$ cat src/design/ycbcr_pair_to_rgba_converter_unit_macros.svh
`ifndef YCBCR_PAIR_TO_RGBA_CONVERTER_UNIT_MACROS_SVH
`define YCBCR_PAIR_TO_RGBA_CONVERTER_UNIT_MACROS_SVH

// Same-cycle implication, checked on clk and skipped during rst.
`define YPR_ASSERT_IMP(label, ante, cons, msg) \
  label: assert property (@(posedge clk) disable iff (rst) (ante) |-> (cons)) \
    else $error(msg);

// Next-cycle implication, checked on clk and skipped during rst.
`define YPR_ASSERT_NXT(label, ante, cons, msg) \
  label: assert property (@(posedge clk) disable iff (rst) (ante) |=> (cons)) \
    else $error(msg);

`endif

$ cat src/design/ycc2rgb_pkg.sv
package ycc2rgb_pkg;

  localparam int FRAC_BITS   = 13;
  localparam int CHROMA_ZERO = 128;

  localparam int PIX_W  = 8;
  localparam int COEF_W = 16;
  localparam int DIFF_W = PIX_W + 1;
  localparam int PROD_W = DIFF_W + COEF_W;
  localparam int SUM_W  = PROD_W + 2;
  localparam int IN_W   = 8 * PIX_W;
  localparam int OUT_W  = 8 * PIX_W;
  localparam int IDX_W  = 3;

  localparam logic signed [SUM_W-1:0] ROUND_HALF = SUM_W'(1) <<< (FRAC_BITS - 1);

  // register indexes
  localparam logic [IDX_W-1:0] REG_LUMA_OFFSET    = 3'd0;
  localparam logic [IDX_W-1:0] REG_LUMA_GAIN      = 3'd1;
  localparam logic [IDX_W-1:0] REG_CB_TO_BLUE     = 3'd2;
  localparam logic [IDX_W-1:0] REG_CB_TO_GREEN    = 3'd3;
  localparam logic [IDX_W-1:0] REG_CR_TO_GREEN    = 3'd4;
  localparam logic [IDX_W-1:0] REG_CR_TO_RED      = 3'd5;
  localparam logic [IDX_W-1:0] REG_FORMAT_MODE    = 3'd6;
  localparam logic [IDX_W-1:0] REG_ALPHA_CONSTANT = 3'd7;

  // format_mode bits
  localparam int MODE_SHARE_CHROMA = 0;
  localparam int MODE_RED_FIRST    = 1;
  localparam int MODE_CONST_ALPHA  = 2;

  localparam logic [PIX_W-1:0]         RST_LUMA_OFFSET    = 8'd16;
  localparam logic signed [COEF_W-1:0] RST_LUMA_GAIN      = 16'sd9535;
  localparam logic signed [COEF_W-1:0] RST_CB_TO_BLUE     = 16'sd16531;
  localparam logic signed [COEF_W-1:0] RST_CB_TO_GREEN    = -16'sd3203;
  localparam logic signed [COEF_W-1:0] RST_CR_TO_GREEN    = -16'sd6660;
  localparam logic signed [COEF_W-1:0] RST_CR_TO_RED      = 16'sd13074;
  localparam logic [2:0]               RST_FORMAT_MODE    = 3'd1;
  localparam logic [PIX_W-1:0]         RST_ALPHA_CONSTANT = 8'd255;

  typedef struct packed {
    logic [PIX_W-1:0]         luma_offset;
    logic signed [COEF_W-1:0] luma_gain;
    logic signed [COEF_W-1:0] cb_to_blue;
    logic signed [COEF_W-1:0] cb_to_green;
    logic signed [COEF_W-1:0] cr_to_green;
    logic signed [COEF_W-1:0] cr_to_red;
    logic [2:0]               format_mode;
    logic [PIX_W-1:0]         alpha_constant;
  } cfg_t;

  typedef struct packed {
    logic load_prod;
    logic load_sum;
    logic load_out;
  } stage_en_t;

  typedef struct packed {
    logic [PIX_W-1:0] blue;
    logic [PIX_W-1:0] green;
    logic [PIX_W-1:0] red;
    logic [PIX_W-1:0] alpha;
  } pix_t;

endpackage

$ cat src/design/ycc2rgb_lane.sv
module ycc2rgb_lane (
  input  logic                         clk,
  input  ycc2rgb_pkg::stage_en_t       en,
  input  ycc2rgb_pkg::cfg_t            cfg,
  input  logic [ycc2rgb_pkg::PIX_W-1:0] luma,
  input  logic [ycc2rgb_pkg::PIX_W-1:0] cb,
  input  logic [ycc2rgb_pkg::PIX_W-1:0] cr,
  input  logic [ycc2rgb_pkg::PIX_W-1:0] alpha,
  output ycc2rgb_pkg::pix_t            pix
);
  import ycc2rgb_pkg::*;

  logic signed [DIFF_W-1:0] y_c;
  logic signed [DIFF_W-1:0] cb_c;
  logic signed [DIFF_W-1:0] cr_c;

  logic signed [PROD_W-1:0] p_y;
  logic signed [PROD_W-1:0] p_cbb;
  logic signed [PROD_W-1:0] p_cbg;
  logic signed [PROD_W-1:0] p_crg;
  logic signed [PROD_W-1:0] p_crr;
  logic [PIX_W-1:0]         alpha_p;

  logic signed [SUM_W-1:0] sum_b;
  logic signed [SUM_W-1:0] sum_g;
  logic signed [SUM_W-1:0] sum_r;
  logic [PIX_W-1:0]        alpha_s;

  function automatic logic [PIX_W-1:0] clamp_channel(input logic signed [SUM_W-1:0] s);
    logic signed [SUM_W-1:0] q;
    q = s >>> FRAC_BITS;
    if (q < 0) begin
      return '0;
    end else if (q > $signed(SUM_W'(255))) begin
      return '1;
    end else begin
      return q[PIX_W-1:0];
    end
  endfunction

  assign y_c  = $signed({1'b0, luma}) - $signed({1'b0, cfg.luma_offset});
  assign cb_c = $signed({1'b0, cb}) - $signed(DIFF_W'(CHROMA_ZERO));
  assign cr_c = $signed({1'b0, cr}) - $signed(DIFF_W'(CHROMA_ZERO));

  always_ff @(posedge clk) begin
    if (en.load_prod) begin
      p_y     <= y_c * cfg.luma_gain;
      p_cbb   <= cb_c * cfg.cb_to_blue;
      p_cbg   <= cb_c * cfg.cb_to_green;
      p_crg   <= cr_c * cfg.cr_to_green;
      p_crr   <= cr_c * cfg.cr_to_red;
      alpha_p <= alpha;
    end
  end

  always_ff @(posedge clk) begin
    if (en.load_sum) begin
      sum_b   <= SUM_W'(p_y) + SUM_W'(p_cbb) + ROUND_HALF;
      sum_g   <= SUM_W'(p_y) + SUM_W'(p_cbg) + SUM_W'(p_crg) + ROUND_HALF;
      sum_r   <= SUM_W'(p_y) + SUM_W'(p_crr) + ROUND_HALF;
      alpha_s <= alpha_p;
    end
  end

  assign pix.blue  = clamp_channel(sum_b);
  assign pix.green = clamp_channel(sum_g);
  assign pix.red   = clamp_channel(sum_r);
  assign pix.alpha = alpha_s;

endmodule

$ cat src/design/ycc2rgb_merge.sv
module ycc2rgb_merge (
  input  logic                          clk,
  input  ycc2rgb_pkg::stage_en_t        en,
  input  ycc2rgb_pkg::cfg_t             cfg,
  input  ycc2rgb_pkg::pix_t             pix_first,
  input  ycc2rgb_pkg::pix_t             pix_second,
  output logic [ycc2rgb_pkg::OUT_W-1:0] tdata
);
  import ycc2rgb_pkg::*;

  logic                red_first;
  logic                const_alpha;
  logic [OUT_W/2-1:0]  word_first;
  logic [OUT_W/2-1:0]  word_second;

  function automatic logic [OUT_W/2-1:0] pack_pixel(input pix_t p, input logic rf,
                                                      input logic ca,
                                                      input logic [PIX_W-1:0] ac);
    logic [PIX_W-1:0] lead;
    logic [PIX_W-1:0] trail;
    logic [PIX_W-1:0] a;
    lead  = rf ? p.red : p.blue;
    trail = rf ? p.blue : p.red;
    a     = ca ? ac : p.alpha;
    return {a, trail, p.green, lead};
  endfunction

  assign red_first   = cfg.format_mode[MODE_RED_FIRST];
  assign const_alpha = cfg.format_mode[MODE_CONST_ALPHA];
  assign word_first  = pack_pixel(pix_first, red_first, const_alpha, cfg.alpha_constant);
  assign word_second = pack_pixel(pix_second, red_first, const_alpha, cfg.alpha_constant);

  always_ff @(posedge clk) begin
    if (en.load_out) begin
      tdata <= {word_second, word_first};
    end
  end

endmodule

$ cat src/design/ycbcr_pair_to_rgba_converter_unit.sv
// YCbCr pixel-pair to 4-byte color converter.
// Input stream s_*: one transaction carries two adjacent pixels (two lumas,
// chroma of each pixel, two alphas). Output stream m_*: one transaction per
// input holding both pixels as lead, green, trail, alpha bytes.
// Configuration channel cfg_*: index selects one of eight registers, taken
// at any edge with cfg_valid high (cfg_ready is always high); write only
// while no transaction is in flight.
// Two identical pixel lanes run side by side: a multiply stage, a sum and
// round stage, then a clamp that feeds the shared byte-ordering output
// register. An accepted pair passes the multiply, sum and output registers.
// Throughput is one pixel pair per clock while m_tready is high; each stage
// loads whenever the stage after it is empty or emptying, so bubbles close
// up under stall. When m_tready is low the output register holds its data,
// and s_tready drops only once all three stages hold a transaction.
// Synchronous reset empties the pipeline and loads the default BT.601
// studio-range coefficients, shared chroma, blue-first order, input alpha.
module ycbcr_pair_to_rgba_converter_unit (
  input  logic                          clk,
  input  logic                          rst,
  input  logic                          s_tvalid,
  output logic                          s_tready,
  // luma_first, luma_second, cb_first, cr_first, cb_second, cr_second,
  // alpha_first, alpha_second
  input  logic [ycc2rgb_pkg::IN_W-1:0]  s_tdata,
  output logic                          m_tvalid,
  input  logic                          m_tready,
  // first_lead, first_green, first_trail, first_alpha, second_lead,
  // second_green, second_trail, second_alpha
  output logic [ycc2rgb_pkg::OUT_W-1:0] m_tdata,
  input  logic                          cfg_valid,
  output logic                          cfg_ready,
  input  logic [ycc2rgb_pkg::IDX_W-1:0] cfg_index,
  input  logic [ycc2rgb_pkg::COEF_W-1:0] cfg_data
);
  import ycc2rgb_pkg::*;

  `include "ycbcr_pair_to_rgba_converter_unit_macros.svh"

  cfg_t      cfg;
  stage_en_t en;
  logic      v1;
  logic      v2;
  logic      ready2;
  logic      out_ok;
  pix_t      pix_first;
  pix_t      pix_second;

  logic [PIX_W-1:0] cb2;
  logic [PIX_W-1:0] cr2;

  assign cfg_ready = 1'b1;

  always_ff @(posedge clk) begin
    if (rst) begin
      cfg.luma_offset    <= RST_LUMA_OFFSET;
      cfg.luma_gain      <= RST_LUMA_GAIN;
      cfg.cb_to_blue     <= RST_CB_TO_BLUE;
      cfg.cb_to_green    <= RST_CB_TO_GREEN;
      cfg.cr_to_green    <= RST_CR_TO_GREEN;
      cfg.cr_to_red      <= RST_CR_TO_RED;
      cfg.format_mode    <= RST_FORMAT_MODE;
      cfg.alpha_constant <= RST_ALPHA_CONSTANT;
    end else if (cfg_valid) begin
      case (cfg_index)
        REG_LUMA_OFFSET:    cfg.luma_offset    <= cfg_data[PIX_W-1:0];
        REG_LUMA_GAIN:      cfg.luma_gain      <= cfg_data;
        REG_CB_TO_BLUE:     cfg.cb_to_blue     <= cfg_data;
        REG_CB_TO_GREEN:    cfg.cb_to_green    <= cfg_data;
        REG_CR_TO_GREEN:    cfg.cr_to_green    <= cfg_data;
        REG_CR_TO_RED:      cfg.cr_to_red      <= cfg_data;
        REG_FORMAT_MODE:    cfg.format_mode    <= cfg_data[2:0];
        REG_ALPHA_CONSTANT: cfg.alpha_constant <= cfg_data[PIX_W-1:0];
        default: ;
      endcase
    end
  end

  // stage handshake: a stage loads when the one after it is empty or emptying
  assign out_ok   = !m_tvalid || m_tready;
  assign ready2   = !v2 || out_ok;
  assign s_tready = !v1 || ready2;

  assign en.load_prod = s_tvalid && s_tready;
  assign en.load_sum  = v1 && ready2;
  assign en.load_out  = v2 && out_ok;

  always_ff @(posedge clk) begin
    if (rst) begin
      v1       <= 1'b0;
      v2       <= 1'b0;
      m_tvalid <= 1'b0;
    end else begin
      if (s_tready) begin
        v1 <= s_tvalid;
      end
      if (ready2) begin
        v2 <= v1;
      end
      if (out_ok) begin
        m_tvalid <= v2;
      end
    end
  end

  // in shared mode the second pixel reuses the first pixel's chroma
  assign cb2 = cfg.format_mode[MODE_SHARE_CHROMA] ? s_tdata[23:16] : s_tdata[39:32];
  assign cr2 = cfg.format_mode[MODE_SHARE_CHROMA] ? s_tdata[31:24] : s_tdata[47:40];

  ycc2rgb_lane u_lane_first (
    .clk   (clk),
    .en    (en),
    .cfg   (cfg),
    .luma  (s_tdata[7:0]),
    .cb    (s_tdata[23:16]),
    .cr    (s_tdata[31:24]),
    .alpha (s_tdata[55:48]),
    .pix   (pix_first)
  );

  ycc2rgb_lane u_lane_second (
    .clk   (clk),
    .en    (en),
    .cfg   (cfg),
    .luma  (s_tdata[15:8]),
    .cb    (cb2),
    .cr    (cr2),
    .alpha (s_tdata[63:56]),
    .pix   (pix_second)
  );

  ycc2rgb_merge u_merge (
    .clk        (clk),
    .en         (en),
    .cfg        (cfg),
    .pix_first  (pix_first),
    .pix_second (pix_second),
    .tdata      (m_tdata)
  );

  `YPR_ASSERT_IMP(a_ready_low_full, !s_tready, v1 && v2 && m_tvalid && !m_tready, "input stalled with a free stage")
  `YPR_ASSERT_NXT(a_accept_fills, s_tvalid && s_tready, v1, "accepted transaction lost in stage one")
  `YPR_ASSERT_NXT(a_sum_advances, v2 && out_ok, m_tvalid, "sum stage did not reach the output")
  `YPR_ASSERT_NXT(a_cfg_alpha, cfg_valid && cfg_index == REG_ALPHA_CONSTANT, cfg.alpha_constant == $past(cfg_data[PIX_W-1:0]), "alpha constant write lost")

endmodule
$ cat config.mk
export PLATFORM = sky130hd
export DESIGN_NAME = ycbcr_pair_to_rgba_converter_unit
export DESIGN_NICKNAME = d
export VERILOG_FILES = /design/src/design/ycc2rgb_pkg.sv /design/src/design/ycc2rgb_lane.sv /design/src/design/ycc2rgb_merge.sv /design/src/design/ycbcr_pair_to_rgba_converter_unit.sv
export VERILOG_INCLUDE_DIRS = /design/src /design/src/design
export SDC_FILE = /design/constraint.sdc
export NUM_CORES = 2
export LEC_CHECK = 0
export BUFFER_PORTS_ARGS = -buffer_cell sky130_fd_sc_hd__buf_2
export CORE_MARGIN = 4
export CORE_UTILIZATION = 60
export CTS_CLUSTER_DIAMETER = 30
export DETAILED_ROUTE_END_ITERATION = 12
export HOLD_SLACK_MARGIN = 0.02
export PLACE_DENSITY = 0.8
export RECOVER_POWER = 100
export SLEW_MARGIN = 25
export SYNTH_ARGS = -nofsm -noshare
export SYNTH_HDL_FRONTEND = slang
export SYNTH_SLANG_ARGS = --single-unit
export TNS_END_PERCENT = 30
$ cat constraint.sdc
create_clock -name clk -period 17.3 [get_ports clk]
set_input_delay 2.595 -clock clk [delete_from_list [all_inputs] [get_ports clk]]
set_output_delay 2.595 -clock clk [all_outputs]
set_load 0.05 [all_outputs]
==> flow_summary.ini <==
[outcome]
outcome = finished with violations
violations = capacitance limit, slew limit

[floorplanning]
initial_core_util = 0.606
die_w_um = 362
rows = 129
core_sq_um = 124000
die_area_sq_um = 131000
ioPinCount = 155
fp.dieH_um = 362

[yosys]
synth-edff-count = 430
syn_inst = 7512
synth-seq-cells = 532
synth_top_family_by_area = adder cells
synth.avg_cell_area_sq_um = 10.0
yosys.area_share.simple = 0.158
synth.area.mux_share = 0.00797
syn-cell-area_sq_um = 75200
synth_commonest_cells = 1,248 x fa_1, 1,216 x inv_1, 861 x nand2_1
ys_seq_area_frac = 0.199
synth_compound_gate_area_share = 0.0652
syn_nets = 9573
synthAdderAreaFrac = 0.453
ys_types = 91
synth_xor_xnor_area_share = 0.0405
synth_area_leaders = fa_1 33%, edfxtp_1 17%, ha_1 12%
yosysWarningCount = 0
synthArstFlopShare = 0
synth_top_cell_by_area = fa_1
synth.most_common_cell = fa_1
synth.top_cell.area_share = 0.332
synth_top_flop_cell = edfxtp_1

[clock_tree]
hold_buffers = 0
clk_latency_ns = 0.73
post_cts_resized = 0
cts_inserted_buffers = 106
cts_tree = done
post_cts_buffers = 0
h-tree-depth = 3
cts_buffer_depth = 3
clk_pin_slew_ns = 0.06
clockRootBuffer = clkbuf_16
cts.sinks = 532

[global_route]
grt_use_total = 0.298
grt_pass1_wl_um = 306000
grt_pass1_vias = 57100
grt_antenna_before_repair = 9
grt_max_degree = 93
grt.overflow.total = 0

[cells_and_area]
drive_gt1_frac = 0.0565
final_cells = 9272
seqCellArea_sq_um = 15000
reg_top3 = cfg (99), u_merge.tdata (64)
regMostFlops = cfg
multiInputGateArea_sq_um = 54500
largest_register_ffs = 99
area_growth_pct = 7.71
fill_cells = 9417
stdcell_area_sq_um = 81000
fin_nets = 9594

[power_and_ir_drop]
peakVddDrop_v = 0.000331
clkPwrFrac = 0.120
seqPwrFrac = 0.164
swShare = 0.488
p_switching_uw = 8630
combPwrFrac = 0.716
power_density_nw_per_um2 = 219
leakagePower_uw = 0.0377
p_total_uw = 17700
intPower_uw = 9070

[placement]
io_buffers = 153
place_area_sq_um = 77400
post-place-ws_ns = 6.88
place_hpwl_um = 148000
place.gp.congestion = 0.980
placedCellCount = 9060

[hold_path]
min_path_type = reg2reg
hold_end = u_lane_first.alpha_s[3]
worstHoldPathCells = 0
min_from = u_lane_first.alpha_p[3]

[setup_path]
path_cells = buf_2 > nor2b_1 > a31oi_4 > clkbuf_1 > clkbuf_1 > clkbuf_1 > clkbuf_1
crit_type = in2reg
r2r_cells = 6
r2r_end = u_lane_first.p_y[24]
reg2reg_setup_slack_ns = 7.06
reg2reg_from = m_tvalid
max_stage_delay_ns = 2.79
worstPathArrival_ns = 12.06
required_ns = 17.52
cpMaxStageDelayCell = clkbuf_1
crit_top_cell = clkbuf_1
start_kind = input port
cp_max_fo = 76
crit_path_end_kind = register

[flow_run]
maxCapViolCount = 12

[sta]
slew_viol_final = 607
fmax_mhz = 84.4
finClkSkew_ns = 0.0634
layout_setup_ws_ns = 5.46
setup-violations-final = 0
finalSetupTns_ns = 0
fin_crit_sh = 0.685
worstMarginPinSlew_ns = 4.52
fin_crit_ns = 11.84
slew_headroom = -2.01
rsz0062_at_grt = no
hold_viol = 0

[routing]
drtAntennaViolNets = 0
vias = 53400
wl_um = 190000
drt_iter0_markers = 3918
drt_first_pass_iters = 7
viasPerCell = 5.76
detail_route.wl_per_cell_um = 20.5
drc = 0
critical path, delay by kind of cell:
family          cells  cell delay [ns]
compound gates      1             0.20
simple gates        1             0.12
buf+inv             5             9.01
cell usage in the layout (no fill, tap or decap), types with 12 or more instances in the layout:
master / n
fa_1: 1248
inv_1: 1216
nand2_1: 861
ha_1: 725
and2_1: 571
edfxtp_1: 430
xnor2_1: 245
nor2_1: 243
nand2b_1: 206
a21oi_1: 196
o21ai_0: 121
clkbuf_16: 107
dfxtp_1: 101
xor2_1: 99
clkbuf_1: 93
buf_2: 77
a21o_1: 76
o21bai_1: 74
nor3_1: 72
or2_2: 71
nand3_1: 67
nor2b_1: 65
buf_4: 53
nand3b_1: 47
mux2i_1: 41
or3_1: 37
and3_1: 34
o21a_1: 33
a211oi_1: 33
o211ai_1: 29
inv_6: 25
nand4_1: 22
a211o_1: 18
and2_0: 14
a31oi_1: 14
nor4_1: 14
mux2_2: 12
clkinv_2: 12
clkinvlp_4: 12
how the worst max path moves through the flow:
stage / start / end / slack (ns) / cells after the start
after floorplan: m_tready / u_lane_first.alpha_p[0] / 0.38 / 2
after global placement: s_tdata[8] / u_lane_second.p_y[24] / 7.05 / 30
after detailed placement: s_tdata[8] / u_lane_second.p_y[24] / 6.88 / 30
after CTS: s_tdata[8] / u_lane_second.p_y[24] / 7.61 / 30
after global routing: m_tready / u_lane_first.p_y[22] / 4.53 / 7
final: m_tready / u_lane_first.p_y[24] / 5.46 / 7
per-layer routing:
metal | track usage | wire length [um] | up-vias
met4 | 0.141 | 10600 | 0
met3 | 0.0712 | 17600 | 483
met2 | 0.479 | 87900 | 2154
met5 | 0 | 0 | -
li1 | - | - | 23900
met1 | 0.383 | 74100 | 26800
power by group through the flow:
stage	clock [uW]	combinational [uW]	sequential, uW
2_1_floorplan	0	9200	2720
3_3_place_gp	0	12000	2910
3_5_place_dp	0	12400	2920
4_1_cts	2130	12600	2900
5_1_grt	2210	14200	2930
6_report	2120	12700	2910
metrics by stage:
stage / hold slack, ns / util
2_1_floorplan: 0.400 / -
3_3_place_gp: 0.402 / 0.624
3_5_place_dp: 0.405 / 0.624
4_1_cts: 0.380 / 0.654
5_1_grt: 0.406 / 0.652
6_report: 0.378 / 0.652
final cells by class:
type                    instances  area share
flip-flops and latches        532       0.185
inverters                    1216      0.0564
multi-input cells            5458       0.673
well taps                    1637      0.0253
repair buffers                219      0.0138
diodes                          8    0.000247
clock buffers                 112      0.0333
clock inverters                90      0.0129
cell families (layout without fill, tap and decap cells):
family                     after synthesis  count (layout)
adders and majority gates             1973            1973
AOI/OAI and AO/OA                      726             726
xor gates and xnor gates               348             348
buffers and inverters                 1522            1637
DFF                                    532             532
muxes                                   58              58
other                                    1               9
and+or+nand+nor                       2352            2352
Note: power is estimated with default switching activity, not from simulation.
